===== src/rtl/rrtq_pkg.sv =====
// ----------------------------------------------------------------------------
// rrtq_pkg: shared types and constants of the round-robin thread queue
// Queue geometry, operation and status codes, and the control structs that
// travel from the top level to the row of slot cells.
// ----------------------------------------------------------------------------
package rrtq_pkg;

  // Queue geometry.
  localparam int unsigned QUEUE_DEPTH = 16;
  localparam int unsigned ID_WIDTH    = 16;
  localparam int unsigned CNT_W       = $clog2(QUEUE_DEPTH + 1);

  // Fixed widths of the item fields on the ports.
  localparam int unsigned KIND_W   = 2;
  localparam int unsigned TID_W    = 16;
  localparam int unsigned STATUS_W = 2;
  localparam int unsigned QCOUNT_W = 5;

  // Operation codes carried by the kind field.
  typedef enum logic [KIND_W-1:0] {
    OP_ADMIT  = 2'd0,
    OP_REMOVE = 2'd1,
    OP_NEXT   = 2'd2
  } op_e;

  // Status codes returned with every result.
  typedef enum logic [STATUS_W-1:0] {
    ST_OK        = 2'd0,
    ST_EMPTY     = 2'd1,
    ST_NOT_FOUND = 2'd2,
    ST_FULL      = 2'd3
  } status_e;

  typedef logic [ID_WIDTH-1:0] id_t;
  typedef logic [CNT_W-1:0]    cnt_t;

  // Operation broadcast to every cell; enables are qualified by the handshake,
  // and the admit and next enables also by the queue not being full or empty.
  typedef struct packed {
    logic admit_en;
    logic remove_en;
    logic next_en;
    id_t  id;
    id_t  head;
  } cell_ctrl_t;

  // Where a cell sits relative to the current fill level.
  typedef struct packed {
    logic occupied;  // index below the entry count
    logic tail_sel;  // index equals the entry count (admit target)
    logic last_sel;  // index equals the entry count minus one
  } cell_pos_t;

endpackage


===== src/rtl/rrtq_if.sv =====
// ----------------------------------------------------------------------------
// rrtq_req_if / rrtq_rsp_if: request and result channels
// Valid/ready channels; an item moves at a clock edge where both are high.
// ----------------------------------------------------------------------------
interface rrtq_req_if;
  import rrtq_pkg::*;

  logic              valid;
  logic              ready;
  logic [KIND_W-1:0] kind;
  logic [TID_W-1:0]  thread_id;

  modport source (output valid, output kind, output thread_id, input ready);
  modport sink   (input valid, input kind, input thread_id, output ready);
endinterface

interface rrtq_rsp_if;
  import rrtq_pkg::*;

  logic                valid;
  logic                ready;
  logic [TID_W-1:0]    chosen_id;
  logic [STATUS_W-1:0] status;
  logic [QCOUNT_W-1:0] queue_count;

  modport source (output valid, output chosen_id, output status, output queue_count,
                  input ready);
  modport sink   (input valid, input chosen_id, input status, input queue_count,
                  output ready);
endinterface


===== src/rtl/round_robin_thread_queue_top.sv =====
// A result is registered at the clock edge that accepts its request.
// Throughput: one request per cycle while the result side takes results; the
// first-match flag rippling through the row of slot cells sets the cycle time.
// A result waiting in the output register does not block the next request
// unless the result side stalls. Reset empties the queue and drops any
// pending result; slot contents are not cleared and are never read unwritten.
// ----------------------------------------------------------------------------
// round_robin_thread_queue_top: bounded round-robin queue of thread IDs
// Admits identifiers at the tail, removes the first match, or returns the
// head and rotates it to the tail, using a row of compare-and-shift cells.
// ----------------------------------------------------------------------------
module round_robin_thread_queue_top
  import rrtq_pkg::*;
(
  input  logic       clk_i,
  input  logic       rst_ni,
  rrtq_req_if.sink   req_i,
  rrtq_rsp_if.source rsp_o
);

  // Handshake and request decode.
  logic       accept;
  op_e        op;
  id_t        req_id;
  cnt_t       count_q, count_d;
  logic       full, empty;
  cell_ctrl_t ctrl;

  id_t        slot   [QUEUE_DEPTH];
  logic       hit    [QUEUE_DEPTH+1];
  cell_pos_t  pos    [QUEUE_DEPTH];

  logic                rsp_valid_q;
  logic [TID_W-1:0]    chosen_q, chosen_d;
  status_e             status_q, status_d;
  logic [QCOUNT_W-1:0] qcount_q;

  assign req_i.ready = !rsp_valid_q || rsp_o.ready;
  assign accept      = req_i.valid && req_i.ready;
  assign op          = op_e'(req_i.kind);
  assign req_id      = ID_WIDTH'(req_i.thread_id);
  assign full        = (count_q == cnt_t'(QUEUE_DEPTH));
  assign empty       = (count_q == '0);

  // Operation broadcast to the cells.
  assign ctrl.admit_en  = accept && (op == OP_ADMIT) && !full;
  assign ctrl.remove_en = accept && (op == OP_REMOVE);
  assign ctrl.next_en   = accept && (op == OP_NEXT) && !empty;
  assign ctrl.id        = req_id;
  assign ctrl.head      = slot[0];

  // Row of slot cells, head at index zero.
  assign hit[0] = 1'b0;
  for (genvar i = 0; i < QUEUE_DEPTH; i++) begin : g_cell
    assign pos[i].occupied = cnt_t'(i) < count_q;
    assign pos[i].tail_sel = cnt_t'(i) == count_q;
    assign pos[i].last_sel = cnt_t'(i + 1) == count_q;

    rrtq_cell u_cell (
      .clk_i      (clk_i),
      .ctrl_i     (ctrl),
      .pos_i      (pos[i]),
      .nbr_slot_i ((i == QUEUE_DEPTH - 1) ? slot[i] : slot[(i + 1) % QUEUE_DEPTH]),
      .hit_i      (hit[i]),
      .hit_o      (hit[i+1]),
      .slot_o     (slot[i])
    );
  end

  // Entry count update.
  always_comb begin
    count_d = count_q;
    priority if (ctrl.admit_en) begin
      count_d = count_q + cnt_t'(1);
    end else if (ctrl.remove_en && hit[QUEUE_DEPTH]) begin
      count_d = count_q - cnt_t'(1);
    end else begin
      count_d = count_q;
    end
  end

  // Result fields for the accepted request.
  always_comb begin
    chosen_d = '0;
    status_d = ST_OK;
    unique case (op)
      OP_ADMIT: begin
        if (full) status_d = ST_FULL;
      end
      OP_REMOVE: begin
        if (empty) begin
          status_d = ST_EMPTY;
        end else if (!hit[QUEUE_DEPTH]) begin
          status_d = ST_NOT_FOUND;
        end
      end
      OP_NEXT: begin
        if (empty) begin
          status_d = ST_EMPTY;
        end else begin
          chosen_d = TID_W'(slot[0]);
        end
      end
      default: begin
        status_d = ST_OK;
      end
    endcase
  end

  // Control state: entry count and result valid.
  always_ff @(posedge clk_i or negedge rst_ni) begin
    if (!rst_ni) begin
      count_q     <= '0;
      rsp_valid_q <= 1'b0;
    end else begin
      count_q <= count_d;
      if (accept) begin
        rsp_valid_q <= 1'b1;
      end else if (rsp_o.ready) begin
        rsp_valid_q <= 1'b0;
      end
    end
  end

  // Result payload register.
  always_ff @(posedge clk_i) begin
    if (accept) begin
      chosen_q <= chosen_d;
      status_q <= status_d;
      qcount_q <= QCOUNT_W'(count_d);
    end
  end

  assign rsp_o.valid       = rsp_valid_q;
  assign rsp_o.chosen_id   = chosen_q;
  assign rsp_o.status      = status_q;
  assign rsp_o.queue_count = qcount_q;

  // Checks on the queue bookkeeping.
  a_count_bound: assert property (@(posedge clk_i) disable iff (!rst_ni)
    count_q <= cnt_t'(QUEUE_DEPTH))
    else $error("entry count above queue depth");

  a_admit_grows: assert property (@(posedge clk_i) disable iff (!rst_ni)
    ctrl.admit_en |=> count_q == $past(count_q) + cnt_t'(1))
    else $error("admit did not grow the queue");

  a_full_status: assert property (@(posedge clk_i) disable iff (!rst_ni)
    rsp_valid_q && (status_q == ST_FULL) |-> qcount_q == QCOUNT_W'(QUEUE_DEPTH))
    else $error("full status with room left");

  a_chosen_ok: assert property (@(posedge clk_i) disable iff (!rst_ni)
    rsp_valid_q && (chosen_q != '0) |-> status_q == ST_OK)
    else $error("identifier returned with an error status");

  a_empty_count: assert property (@(posedge clk_i) disable iff (!rst_ni)
    rsp_valid_q && (status_q == ST_EMPTY) |-> qcount_q == '0)
    else $error("empty status with entries present");

endmodule


===== src/rtl/rrtq_cell.sv =====
// ----------------------------------------------------------------------------
// rrtq_cell: one slot of the shift-register queue
// Holds one identifier, compares it against the request, passes the
// first-match flag on to the next cell and takes its neighbor's value when
// the queue closes a gap or rotates.
// ----------------------------------------------------------------------------
module rrtq_cell
  import rrtq_pkg::*;
(
  input  logic       clk_i,
  input  cell_ctrl_t ctrl_i,
  input  cell_pos_t  pos_i,
  input  id_t        nbr_slot_i,   // slot of the cell one place toward the tail (own slot in the last cell)
  input  logic       hit_i,        // a cell nearer the head already matched
  output logic       hit_o,
  output id_t        slot_o
);

  id_t  slot_q, slot_d;
  logic match;

  // Compare only occupied slots; the flag ripples toward the tail.
  assign match = pos_i.occupied && (slot_q == ctrl_i.id);
  assign hit_o = hit_i || match;

  // Next slot value: rotate, close the gap after a removed entry, or admit.
  always_comb begin
    slot_d = slot_q;
    priority if (ctrl_i.next_en) begin
      slot_d = pos_i.last_sel ? ctrl_i.head : nbr_slot_i;
    end else if (ctrl_i.remove_en && hit_o) begin
      slot_d = nbr_slot_i;
    end else if (ctrl_i.admit_en && pos_i.tail_sel) begin
      slot_d = ctrl_i.id;
    end else begin
      slot_d = slot_q;
    end
  end

  always_ff @(posedge clk_i) begin
    slot_q <= slot_d;
  end

  assign slot_o = slot_q;

endmodule

===== src/flat_wrapper.sv =====
// flat-port wrapper written by rule: the top's interface ports become plain ports
module round_robin_thread_queue_top_flat import rrtq_pkg::*;
  (clk_i, rst_ni, req_i_valid, req_i_kind, req_i_thread_id, req_i_ready, rsp_o_valid, rsp_o_chosen_id, rsp_o_status, rsp_o_queue_count, rsp_o_ready);
  rrtq_req_if req_i_i ();
  rrtq_rsp_if rsp_o_i ();
  input  logic clk_i;
  input  logic rst_ni;
  input wire logic [$bits(req_i_i.valid)-1:0] req_i_valid;
  input wire logic [$bits(req_i_i.kind)-1:0] req_i_kind;
  input wire logic [$bits(req_i_i.thread_id)-1:0] req_i_thread_id;
  output wire logic [$bits(req_i_i.ready)-1:0] req_i_ready;
  output wire logic [$bits(rsp_o_i.valid)-1:0] rsp_o_valid;
  output wire logic [$bits(rsp_o_i.chosen_id)-1:0] rsp_o_chosen_id;
  output wire logic [$bits(rsp_o_i.status)-1:0] rsp_o_status;
  output wire logic [$bits(rsp_o_i.queue_count)-1:0] rsp_o_queue_count;
  input wire logic [$bits(rsp_o_i.ready)-1:0] rsp_o_ready;
  assign req_i_i.valid = req_i_valid;
  assign req_i_i.kind = req_i_kind;
  assign req_i_i.thread_id = req_i_thread_id;
  assign req_i_ready = req_i_i.ready;
  assign rsp_o_valid = rsp_o_i.valid;
  assign rsp_o_chosen_id = rsp_o_i.chosen_id;
  assign rsp_o_status = rsp_o_i.status;
  assign rsp_o_queue_count = rsp_o_i.queue_count;
  assign rsp_o_i.ready = rsp_o_ready;
  round_robin_thread_queue_top u_core (.clk_i(clk_i), .rst_ni(rst_ni), .req_i(req_i_i), .rsp_o(rsp_o_i));
endmodule

===== config.mk =====
export PLATFORM = sky130hd
export DESIGN_NAME = round_robin_thread_queue_top_flat
export DESIGN_NICKNAME = d
export VERILOG_FILES = /design/src/rtl/rrtq_pkg.sv /design/src/rtl/rrtq_if.sv /design/src/rtl/round_robin_thread_queue_top.sv /design/src/rtl/rrtq_cell.sv /design/src/flat_wrapper.sv
export SDC_FILE = /design/constraint.sdc
export NUM_CORES = 1
export LEC_CHECK = 0
export ABC_AREA = 1
export BUFFER_PORTS_ARGS = -buffer_cell sky130_fd_sc_hd__buf_2
export CAP_MARGIN = 20
export CELL_PAD_IN_SITES_DETAIL_PLACEMENT = 0
export CELL_PAD_IN_SITES_GLOBAL_PLACEMENT = 2
export CORE_MARGIN = 1
export CORE_UTILIZATION = 24
export CTS_CLUSTER_DIAMETER = 60
export CTS_CLUSTER_SIZE = 10
export DETAILED_ROUTE_END_ITERATION = 7
export HOLD_SLACK_MARGIN = 0.15
export PLACE_DENSITY = 0.68
export SLEW_MARGIN = 25
export SYNTH_ARGS = -nofsm -noshare
export SYNTH_HDL_FRONTEND = slang
export SYNTH_HIERARCHICAL = 1
export SYNTH_SLANG_ARGS = --single-unit

===== constraint.sdc =====
create_clock -name clk_i -period 7.9 [get_ports clk_i]
set_input_delay 0.395 -clock clk_i [delete_from_list [all_inputs] [get_ports clk_i]]
set_output_delay 0.395 -clock clk_i [all_outputs]
set_load 0.005 [all_outputs]

==> out/qor.yml <==
outcome:
  status: "completed"
sta:
  slew_viol_final: 0
  hold_violations: 0
  max_freq_mhz: 152.0
  slew_headroom: 0.3516
  rsz0062_at_grt: "false"
  fin_ws_ps: 1319
  finalSetupTns_ps: 0
  period_share: 0.8330
  period_minus_slack_ps: 6581
  clock_skew_ps: 20.36
  worst_pin_slew_ps: 970.3
  setup_viol: 0
synthesis:
  postSynth.asyncResetShare: 0.02105
  ys_seq_area_frac: 0.3477
  ys_types: 30
  yosys_warnings: 6
  syn_inst: 3942
  yosys_register_bits: 285
  syn_avg_cell_area_um2: 6.222
  synth_edf_count: 279
  synth_ff_type: "edfxtp_1"
  syn-cell-area_mm2: 0.02453
  synth_nets: 3969
cts:
  cts_setup_buffers: 0
  cts_resized: 0
  clkTransAtPathRegs_ps: 60
  clock-sinks: 285
  postCtsHoldBufs: 3
  ctsHtreeMaxLevel: 2
  cts_tree: "yes"
  clock_latency_ps: 610
  clockRootBuffer: "clkbuf_16"
  cts-buffers-inserted: 48
  clockBufferDepth: 3
floorplan:
  row_count: 116
  die_w_um: 321.7
  die_h_um: 321.7
  core-area_mm2: 0.1007
  start_util: 0.2435
  top_level_ports: 47
  die_area_mm2: 0.1035
drt:
  drcViolationCount: 0
  vias_per_cell: 4.560
  ant_nets: 0
  drtIter0Drc: 2057
  wl_mm: 107.7
  post_drt_wl_per_cell_um: 20.09
  num_vias: 24457
  firstDrtPassIters: 6
critical_path:
  crit_path_frequent_cell: "nand2_4"
  path_class: "reg2reg"
  path_max_fanout: 18
  max_stage_delay_ps: 500
  arrival_ps: 6890
  end_kind: "flip-flop"
  cpMaxStageDelayCell: "dfrtp_1"
  cp-start-kind: "flip-flop"
  cp.required_ps: 8210
layout:
  fin_nets: 3989
  fillers: 11628
  final_util: 0.2772
  area_growth_syn_to_layout_pct: 13.82
  design_area_mm2: 0.02792
  layout-drive-gt1-share: 0.09945
global_route:
  grt.busiest_layer: "met2"
  grt.total_usage: 0.2068
  met2_usage: 0.3213
  grt_pass1_vias: 22999
  met3_usage: 0.02679
  gr-total-overflow: 0
  grt_use_met1: 0.2969
  antenna_found_initial: 8
  grt_pass1_wl_mm: 158.0
  grt_max_degree: 85
min_path:
  holdCritPathClass: "in2async"
job:
  cap_violations: 0
placement:
  place_ws_ps: 1274
  hpwlAfterDp_mm: 72.39
  place_area_mm2: 0.02628
  portBuffers: 46
  gp_congestion: 0.8624
pwr:
  vdd_drop_max_mv: 0.1444
  p_leak_uw: 0.01382
  power_density_mw_per_mm2: 209.8
==> per-layer routing <==
| layer | vias up | wire, µm |
|---|---|---|
| li1 | 12295 | - |
| met5 | - | 23 |
| met1 | 11441 | 52260 |
| met4 | 4 | 2897 |
| met2 | 591 | 47240 |
| met3 | 126 | 5320 |
==> layout by cell type (no fill, tap or decap), drive strengths merged, types with 2 or more instances in the layout <==
master and n:
nand2 1583, dlygate4sd3 3, nor3 4, a21boi 16
xnor2 48, dfrtp 6, clkinv 24, clkinvlp 2
diode 4, buf 130, clkbuf 54, inv 735
o21ai 316, ha 5, edfxtp 279, xor2 19
bufinv 5, nand3 569, a21oi 17, nor2 184
==> layout make-up <==
class	count	area (µm²)	share of cell area
multi-input combinational	2764	12420	0.4450
sequential	285	8528	0.3055
antenna	4	10.01	0.0003585
tap	1357	1698	0.06082
clock inverter	36	349.1	0.01250
clock buffer	54	1245	0.04459
inverter	730	2748	0.09842
timing repair buffer	133	915.9	0.03281
==> final timing paths <==
path	depth (start not counted)	to	from	slack, ps
worst max-delay path	42	u_core/g_cell[15].u_cell/slot_o[4]	u_core/count_q[4]	1320
worst min-delay path	2	u_core/count_q[2]	rst_ni	260
max in group asynchronous	2	u_core/rsp_o.valid	rst_ni	7340
worst min register to register	4	u_core/g_cell[9].u_cell/slot_o[10]	u_core/g_cell[10].u_cell/slot_o[10]	710
min in group clk_i	6	u_core/count_q[1]	req_i_kind[1]	290
worst max register to register	42	u_core/g_cell[15].u_cell/slot_o[4]	u_core/count_q[4]	1320
==> per-stage QoR <==
step | instances | power, µW | hold WS [ps]
6_report | 5363 | 5857 | 259.2
5_1_grt | 5360 | 6181 | 274.4
4_1_cts | 5359 | 5927 | 215.5
3_5_place_dp | 5266 | 3690 | 343.4
3_3_place_gp | 5266 | 3698 | 343.2
2_1_floorplan | 3942 | 3027 | 99.41
==> Yosys cell counts (19+ instances only) <==
master       n  area share
inv_2       84       0.013
nand2_1   1533        0.23
xor2_1      19      0.0068
clkbuf_1    96       0.015
nand2_4     32       0.015
nor2_1     147       0.022
xnor2_1     48       0.017
nor2_2      35      0.0089
edfxtp_1   279        0.34
buf_4       33       0.010
nand3_1    568        0.12
inv_1      645       0.099
o21ai_0    313       0.064
==> report_power, final <==
| group | internal (µW) | switching, µW |
|---|---|---|
| combinational | 450 | 1200 |
| clock | 1310 | 888 |
| sequential | 1870 | 151 |
| total | 3620 | 2230 |
==> kinds of logic (layout without fill, tap and decap cells) <==
logic type / count (synthesis) / after routing / share of synthesized area
compound gates: 350 / 350 / 0.07407
xor+xnor: 67 / 67 / 0.02392
fa+ha+maj: 5 / 5 / 0.002550
buf+inv: 893 / 953 / 0.1480
flops: 285 / 285 / 0.3477
other cells: 1 / 5 / 0.0001529
simple gates: 2341 / 2341 / 0.4036
==> critical path: cells and delay by family, from the launching register on <==
family / cells / cell delay [ps]
AND/OR/NAND/NOR: 23 / 3630
buffers and inverters: 18 / 1880
flip-flops: 1 / 500
AO/OA/AOI/OAI: 1 / 190
==> flip-flops by register name (all words and copies together), names as in the netlist <==
register,cells
u_core/rsp_o.chosen_id,16
u_core/g_cell.u_cell/slot_o,256
u_core/rsp_o.valid,1
u_core/rsp_o.status,2
u_core/rsp_o.queue_count,5
u_core/count_q,5
No activity file was read; power rests on OpenSTA's default activity.
